### src/rtl/pssp_pkg.sv
// Shared constants and types for the pendulum swing-up phase machine.
// No dependencies; imported by every other file of the block.
`timescale 1ns / 1ps

package pssp_pkg;

	localparam int SAMPLE_WIDTH_DEF = 16;
	localparam int ANGLE_W          = 15;
	localparam int ANGLE_MAG_W      = ANGLE_W - 1;
	localparam int SPEED_W          = 8;
	localparam int DRIVE_W          = 9;
	localparam int PHASE_W          = 2;
	localparam int DIR_W            = 2;
	localparam int OUT_DATA_W       = 16;

	localparam logic [SPEED_W-1:0] MAX_SPEED_RST = 8'd150;

	// Phase codes as they appear on phase_now
	localparam logic [PHASE_W-1:0] PH_INIT = 2'd0;
	localparam logic [PHASE_W-1:0] PH_DOWN = 2'd1;
	localparam logic [PHASE_W-1:0] PH_LOW  = 2'd2;
	localparam logic [PHASE_W-1:0] PH_HIGH = 2'd3;

	// Angle thresholds, Q3.12 radians
	localparam logic [ANGLE_MAG_W-1:0] ANG_BOTTOM   = 14'd12780; // |angle| >= 3.12
	localparam logic [ANGLE_MAG_W-1:0] ANG_NEAR_BOT = 14'd12288; // |angle| > 3.0
	localparam logic [ANGLE_MAG_W-1:0] ANG_HIGH     = 14'd8192;  // |angle| < 2.0

	// Rate thresholds, Q5.10 rad/s
	localparam logic [31:0] RATE_SLOW  = 32'd512;  // |rate| < 0.5
	localparam logic [31:0] RATE_STILL = 32'd51;   // |rate| < 0.05
	localparam logic [31:0] RATE_FAST  = 32'd2048; // |rate| > 2.0

	typedef struct packed {
		logic                      fire;
		logic signed [DRIVE_W-1:0] drive;
		logic [PHASE_W-1:0]        phase_now;
	} pssp_res_t;

endpackage

### src/rtl/pssp_ctrl.sv
// Phase, drive direction and reversal lock of the swing-up controller.
// Computes one step from a registered sample; depends on pssp_pkg.
`timescale 1ns / 1ps

module pssp_ctrl
	import pssp_pkg::*;
#(
	parameter int SAMPLE_WIDTH = SAMPLE_WIDTH_DEF
) (
	input  logic                           clk,
	input  logic                           arst_n,
	input  logic                           step,
	input  logic                           active,
	input  logic signed [ANGLE_W-1:0]      angle,
	input  logic signed [SAMPLE_WIDTH-1:0] rate,
	input  logic [SPEED_W-1:0]             max_speed,
	output pssp_res_t                      res
);

	typedef enum logic [DIR_W-1:0] {
		DIR_NONE = 2'd0,
		DIR_FWD  = 2'd1,
		DIR_BWD  = 2'd2,
		DIR_RSVD = 2'd3
	} dir_t;

	localparam logic signed [ANGLE_W-1:0]      ANG_MIN  = {1'b1, {(ANGLE_W-1){1'b0}}};
	localparam logic signed [SAMPLE_WIDTH-1:0] RATE_MIN = {1'b1, {(SAMPLE_WIDTH-1){1'b0}}};

	logic [PHASE_W-1:0]      phase_q, phase_d;
	dir_t                    dir_q, dir_d;
	logic                    locked_q, locked_d;
	logic [ANGLE_MAG_W-1:0]  a_mag;
	logic [SAMPLE_WIDTH-2:0] r_mag;
	logic [31:0]             r_ext;
	logic                    fire;
	logic [DRIVE_W-1:0]      spd_ext;

	// Saturating magnitudes
	always_comb begin
		if (angle == ANG_MIN) begin
			a_mag = '1;
		end else if (angle[ANGLE_W-1]) begin
			a_mag = ANGLE_MAG_W'(-angle);
		end else begin
			a_mag = angle[ANGLE_MAG_W-1:0];
		end
		if (rate == RATE_MIN) begin
			r_mag = '1;
		end else if (rate[SAMPLE_WIDTH-1]) begin
			r_mag = (SAMPLE_WIDTH-1)'(-rate);
		end else begin
			r_mag = rate[SAMPLE_WIDTH-2:0];
		end
		r_ext = 32'(r_mag);
	end

	always_comb begin
		phase_d  = phase_q;
		dir_d    = dir_q;
		locked_d = locked_q;
		fire     = 1'b0;
		case (phase_q)
			PH_INIT: begin
				if (a_mag >= ANG_BOTTOM && r_ext < RATE_SLOW)
					phase_d = PH_DOWN;
			end
			PH_DOWN: begin
				if (a_mag < ANG_BOTTOM && r_ext <= RATE_STILL) begin
					phase_d = PH_LOW;
				end else begin
					dir_d = DIR_FWD;
					fire  = 1'b1;
				end
			end
			PH_LOW: begin
				if (a_mag < ANG_HIGH)
					phase_d = PH_HIGH;
				// push against the rate
				dir_d = (!rate[SAMPLE_WIDTH-1] && rate != '0) ? DIR_BWD : DIR_FWD;
				fire  = 1'b1;
			end
			default: begin
				if (a_mag < ANG_HIGH && r_ext < RATE_SLOW)
					locked_d = 1'b0;
				// reverse once per lap at the bottom
				if (a_mag > ANG_NEAR_BOT && r_ext > RATE_FAST && !locked_d) begin
					case (dir_q)
						DIR_FWD: dir_d = DIR_BWD;
						DIR_BWD: dir_d = DIR_FWD;
						default: dir_d = dir_q;
					endcase
					locked_d = 1'b1;
				end
				fire = (dir_d == DIR_FWD) || (dir_d == DIR_BWD);
			end
		endcase
	end

	assign spd_ext       = DRIVE_W'(max_speed);
	assign res.fire      = active && fire;
	assign res.drive     = (dir_d == DIR_FWD) ? signed'(spd_ext) : signed'(-spd_ext);
	assign res.phase_now = phase_d;

	always_ff @(posedge clk or negedge arst_n) begin
		if (!arst_n) begin
			phase_q  <= PH_INIT;
			dir_q    <= DIR_NONE;
			locked_q <= 1'b1;
		end else if (step && active) begin
			phase_q  <= phase_d;
			dir_q    <= dir_d;
			locked_q <= locked_d;
		end
	end

endmodule

### src/rtl/pendulum_swingup_phase_machine.sv
// Top level of the pendulum swing-up phase machine: input register,
// result register and max_speed register around pssp_ctrl; uses pssp_pkg.
`timescale 1ns / 1ps

// One sample is taken per clock unless a waiting result stalls the input.
// A sample goes into the input register, is stepped through the phase logic
// once the result register can take it and, if it issues a motor command,
// leaves through the result register; so the block sustains one sample per
// cycle as long as results are taken. While a result waits, one more
// sample is still accepted into the input register. Samples with tuser low
// change nothing and give no result. max_speed is written through the cfg
// channel, which is always ready; write it only while the block is idle.

module pendulum_swingup_phase_machine
	import pssp_pkg::*;
#(
	parameter int SAMPLE_WIDTH = SAMPLE_WIDTH_DEF
) (
	input  logic                         clk,
	input  logic                         arst_n,
	input  logic                         s_tvalid,
	output logic                         s_tready,
	// angle [14:0], rate [14+SAMPLE_WIDTH:15], zero fill above
	input  logic [((ANGLE_W+SAMPLE_WIDTH+7)/8)*8-1:0] s_tdata,
	// swing_active [0]
	input  logic                         s_tuser,
	output logic                         m_tvalid,
	input  logic                         m_tready,
	// drive [8:0], phase_now [10:9], zero fill above
	output logic [OUT_DATA_W-1:0]        m_tdata,
	input  logic                         cfg_valid,
	output logic                         cfg_ready,
	input  logic [SPEED_W-1:0]           cfg_data
);

	logic                           valid_s1;
	logic                           active_s1;
	logic signed [ANGLE_W-1:0]      angle_s1;
	logic signed [SAMPLE_WIDTH-1:0] rate_s1;
	logic [SPEED_W-1:0]             max_speed_q;
	logic                           m_valid_q;
	logic [DRIVE_W-1:0]             drive_q;
	logic [PHASE_W-1:0]             phase_q;
	logic                           advance;
	pssp_res_t                      res;

	assign advance   = valid_s1 && (!m_valid_q || m_tready);
	assign s_tready  = !valid_s1 || advance;
	assign cfg_ready = 1'b1;

	always_ff @(posedge clk or negedge arst_n) begin
		if (!arst_n) begin
			valid_s1    <= 1'b0;
			m_valid_q   <= 1'b0;
			max_speed_q <= MAX_SPEED_RST;
		end else begin
			if (s_tready)
				valid_s1 <= s_tvalid;
			if (m_tready || !m_valid_q)
				m_valid_q <= advance && res.fire;
			if (cfg_valid)
				max_speed_q <= cfg_data;
		end
	end

	always_ff @(posedge clk) begin
		if (s_tready && s_tvalid) begin
			active_s1 <= s_tuser;
			angle_s1  <= s_tdata[ANGLE_W-1:0];
			rate_s1   <= s_tdata[ANGLE_W+SAMPLE_WIDTH-1:ANGLE_W];
		end
		if (advance && res.fire) begin
			drive_q <= res.drive;
			phase_q <= res.phase_now;
		end
	end

	pssp_ctrl #(
		.SAMPLE_WIDTH(SAMPLE_WIDTH)
	) u_ctrl (
		.clk       (clk),
		.arst_n    (arst_n),
		.step      (advance),
		.active    (active_s1),
		.angle     (angle_s1),
		.rate      (rate_s1),
		.max_speed (max_speed_q),
		.res       (res)
	);

	assign m_tvalid = m_valid_q;
	assign m_tdata  = {{(OUT_DATA_W-DRIVE_W-PHASE_W){1'b0}}, phase_q, drive_q};

endmodule

### config.mk
export PLATFORM = sky130hd
export DESIGN_NAME = pendulum_swingup_phase_machine
export DESIGN_NICKNAME = d
export VERILOG_FILES = /design/src/rtl/pssp_pkg.sv /design/src/rtl/pssp_ctrl.sv /design/src/rtl/pendulum_swingup_phase_machine.sv
export SDC_FILE = /design/constraint.sdc
export NUM_CORES = 1
export LEC_CHECK = 0
export ABC_AREA = 1
export BUFFER_PORTS_ARGS = -buffer_cell sky130_fd_sc_hd__buf_2
export CORE_ASPECT_RATIO = 0.6
export CORE_MARGIN = 3
export CORE_UTILIZATION = 32
export DETAILED_ROUTE_END_ITERATION = 10
export SETUP_SLACK_MARGIN = 0.4
export SLEW_MARGIN = 10
export SYNTH_ARGS = -nofsm -noshare
export SYNTH_HDL_FRONTEND = slang
export SYNTH_HIERARCHICAL = 1
export SYNTH_SLANG_ARGS = --single-unit
export TNS_END_PERCENT = 20
### constraint.sdc
create_clock -name clk -period 7.04 [get_ports clk]
set_input_delay 0.352 -clock clk [delete_from_list [all_inputs] [get_ports clk]]
set_output_delay 0.352 -clock clk [all_outputs]
set_load 0.05 [all_outputs]
==> flow_summary_export.csv <==
group,metric,value,unit
status,run_status,"finished clean",
sta,timing.slew.headroom,0.251,
cts,clock_path_buffers,2,
die,vertical_die_dimension,87.7,microns
sta,rsz0062_at_grt,"no",
flow_run,max_cap_violations,0,
layout,syn2layout_area_growth,18.5,%
global_routing,grt_first_pass_wirelength,13.1,mm
die,core,10700,sq um
sta,fmaxAchievable,279,MHz
critical_path,crit_path_end_kind,"register",
synthesis,post_synth_xor_area_fraction,0.0246,
placement,globalplace.congestion,0.859,
synthesis,synth_fa_ha_area_frac,0.0105,
power_and_ir_drop,pwr_density_cell,273,nW/um^2
synthesis,yosysUniqueCellTypes,36,
sta,post-route-period-util,0.510,
synthesis,post_synthesis_average_cell_area,7.94,sq um
synthesis,post_synth_and_or_nand_nor_area_fraction,0.332,
detailed_routing,detailedRoute.firstIterationViolations,225,
cts,clock_sinks,58,
cts,h-tree-depth,3,
die,starting_density_of_the_core,0.332,
critical_path,crit_path_max_fanout,25,
synthesis,edff_count_synth,43,
power_and_ir_drop,post-layout-total-power,1.15,mW
synthesis,netlist_instances,448,
cts,path_clk_slew,0.05,ns
synthesis,synth_seq_cells,58,
detailed_routing,detail_route.first_pass.iterations,5,
sta,clock_skew,0.00449,ns
sta,hold_viol_final,0,
synthesis,synthDominantAreaCellType,"edfxtp_1",
synthesis,yosysWarnings,6,
sta,min_period,3.59,ns
cts,clk_latency,0.32,ns
synthesis,post-synth-top-area-fraction,0.363,
synthesis,synthesis.area,3560,sq um
die,fp.dieW,142,microns
detailed_routing,post-route-drc-count,0,
die,floorplan.die_area,12500,sq um
cts,tritoncts,"yes",
detailed_routing,routed_via_density,4.62,
cts,cts-buffers-inserted,9,
die,row_count,29,
detailed_routing,routed_wirelength,8.10,mm
sta,max_slew.worst_pin.slew,1.12,ns
synthesis,sequential_to_total_area_share_from_yosys_stat,0.470,
critical_path,rr_startpoint,"angle_s1[14]",
synthesis,synth_commonest_cells,"nand2_1, inv_1, nand3_1",
cts,cts_root_buffer_type,"clkbuf_16",
critical_path,startpoint_type,"register",
placement,dpl.hpwl,6.06,mm
synthesis,synth_flop_cell,"edfxtp_1",
global_routing,vias_in_the_first_global_route,2813,
sta,finalSetupTns,0,ns
critical_path,worstPathRequired,6.98,ns
critical_path,worstPathArrival,3.53,ns
sta,maxSlewViolCount,0,
layout,finish.net_count,557,
global_routing,grt_max_degree,33,
detailed_routing,wl_per_cell,12.4,microns
synthesis,synth_compound_gate_area_share,0.0647,
power_and_ir_drop,cellLeakagePower,1.99,nW
synthesis,synth.mux.area_fraction,0,
cts,post_cts.resized_instances,0,
worst_hold_path,worst_hold_path_type,"in2reg",
synthesis,synthArstFlopShare,0.259,
global_routing,grt-ovfl-total,0,
detailed_routing,final_antenna_net_count,0,
critical_path,timing.setup.critical_path_class,"reg2reg",
layout,final_layout_size_suffix_gt1_frac,0.211,
die,io_pins,65,
critical_path,timing.critical_path.from,"angle_s1[14]",
sta,setup_viol,0,
global_routing,globalRouteTotalUtil,0.134,
power_and_ir_drop,ir_drop,0.161,mV
worst_hold_path,worst_hold_startpoint,"s_tdata[1]",
global_routing,grt_antenna_before_repair,0,
synthesis,synth.area.top_cells,"edfxtp_1, nand2_1, dfrtp_1, nand3_1, inv_1",
layout,diodes,0,
detailed_routing,route.vias.total,3011,
placement,io_buffer_count,57,
synthesis,synthMostInstantiatedCell,"nand2_1",
synthesis,largest_family_of_logic_cells_by_synthesized_area,"simple AND/OR/NAND/NOR gates",
worst paths after layout:
path	slack, ns	endpoint	depth (start not counted)
max	3.45	drive_q[3]	11
min	0.20	angle_s1[1]	1
max reg2reg	3.45	drive_q[3]	11
min reg2reg	0.49	max_speed_q[1]	2
max in group asynchronous	6.24	max_speed_q[2]	2
min in group asynchronous	0.49	max_speed_q[6]	2
power by group:
| part | internal [mW] | switching [mW] |
|---|---|---|
| combinational | 0.0864 | 0.212 |
| clock | 0.245 | 0.141 |
| sequential | 0.432 | 0.0355 |
| total | 0.764 | 0.389 |
metal layers:
layer / GRT usage / vias to the layer above / part of all wire
met2: 0.198 / 66 / 0.44
li1: - / 1555 / -
met5: 0 / - / 0
met4: 0.0436 / 0 / 0.0059
met3: 0.0426 / 4 / 0.045
met1: 0.189 / 1386 / 0.51
placed cells by master, fill, tap and decap left out, types with 5 or more instances in the layout:
master,Yosys,layout
o21ai_0,22,22
dfrtp_1,10,10
nand2_1,124,124
conb_1,2,6
a21oi_1,8,8
nand3_1,48,48
edfxtp_1,43,43
buf_2,2,57
nand2_2,8,8
dfstp_2,5,5
nor2_1,42,42
nor2_2,8,8
clkbuf_16,0,9
inv_1,64,63
nand3_2,6,6
xnor2_1,6,6
what timing repair did:
| action | 4_1_cts | 5_1_grt |
|---|---|---|
| hold buffers | 1 | 0 |
| buffers inserted | 0 | 0 |
| endpoints found under the hold margin | 10 | 0 |
logic make-up after synthesis:
logic type	after synthesis
AND/OR/NAND/NOR	255
buffers and inverters	79
flip-flops	58
AO/OA/AOI/OAI	41
XOR/XNOR	10
adder cells (fa/ha/maj)	3
other	2
critical path: stages, from the launching register on:
cell	delay (ns)
edfxtp_1	0.83
nand3_1	0.19
nand3b_2	0.32
nand3_1	0.16
nand3_1	0.12
o21bai_1	0.14
nand3_1	0.14
nand3_1	0.15
nand2_1	0.10
a21oi_1	0.19
inv_1	0.08
nor2_1	0.76
sequential cells by signal, summed over array words and instances (netlist names):
| signal | count |
|---|---|
| drive_q | 9 |
| m_tvalid | 1 |
| u_ctrl/dir_q | 2 |
| phase_q | 2 |
| u_ctrl/phase_q | 2 |
| active_s1 | 1 |
| u_ctrl/locked_q | 1 |
| valid_s1 | 1 |
| max_speed_q | 8 |
| angle_s1 | 15 |
| rate_s1 | 16 |
per-stage QoR:
step / std cells / area (sq um) / hold slack (ns) / setup WS, ns / util
2_1_floorplan: 452 / 3570 / 0.0564 / 4.39 / -
3_3_place_gp: 635 / 3940 / 0.290 / 3.44 / 0.368
3_5_place_dp: 635 / 3940 / 0.288 / 3.39 / 0.368
4_1_cts: 652 / 4220 / 0.190 / 3.36 / 0.394
5_1_grt: 652 / 4220 / 0.182 / 3.08 / 0.394
6_report: 652 / 4220 / 0.202 / 3.45 / 0.394
layout make-up:
class | count | area [sq um]
clock buffer | 13 | 250
clock inverter | 3 | 15.0
fill | 1036 | 6490
inverter | 66 | 250
multi-input combinational | 315 | 1560
sequential | 58 | 1670
tap | 139 | 174
timing repair buffer | 58 | 295
Note: power is estimated with default switching activity, not from simulation.
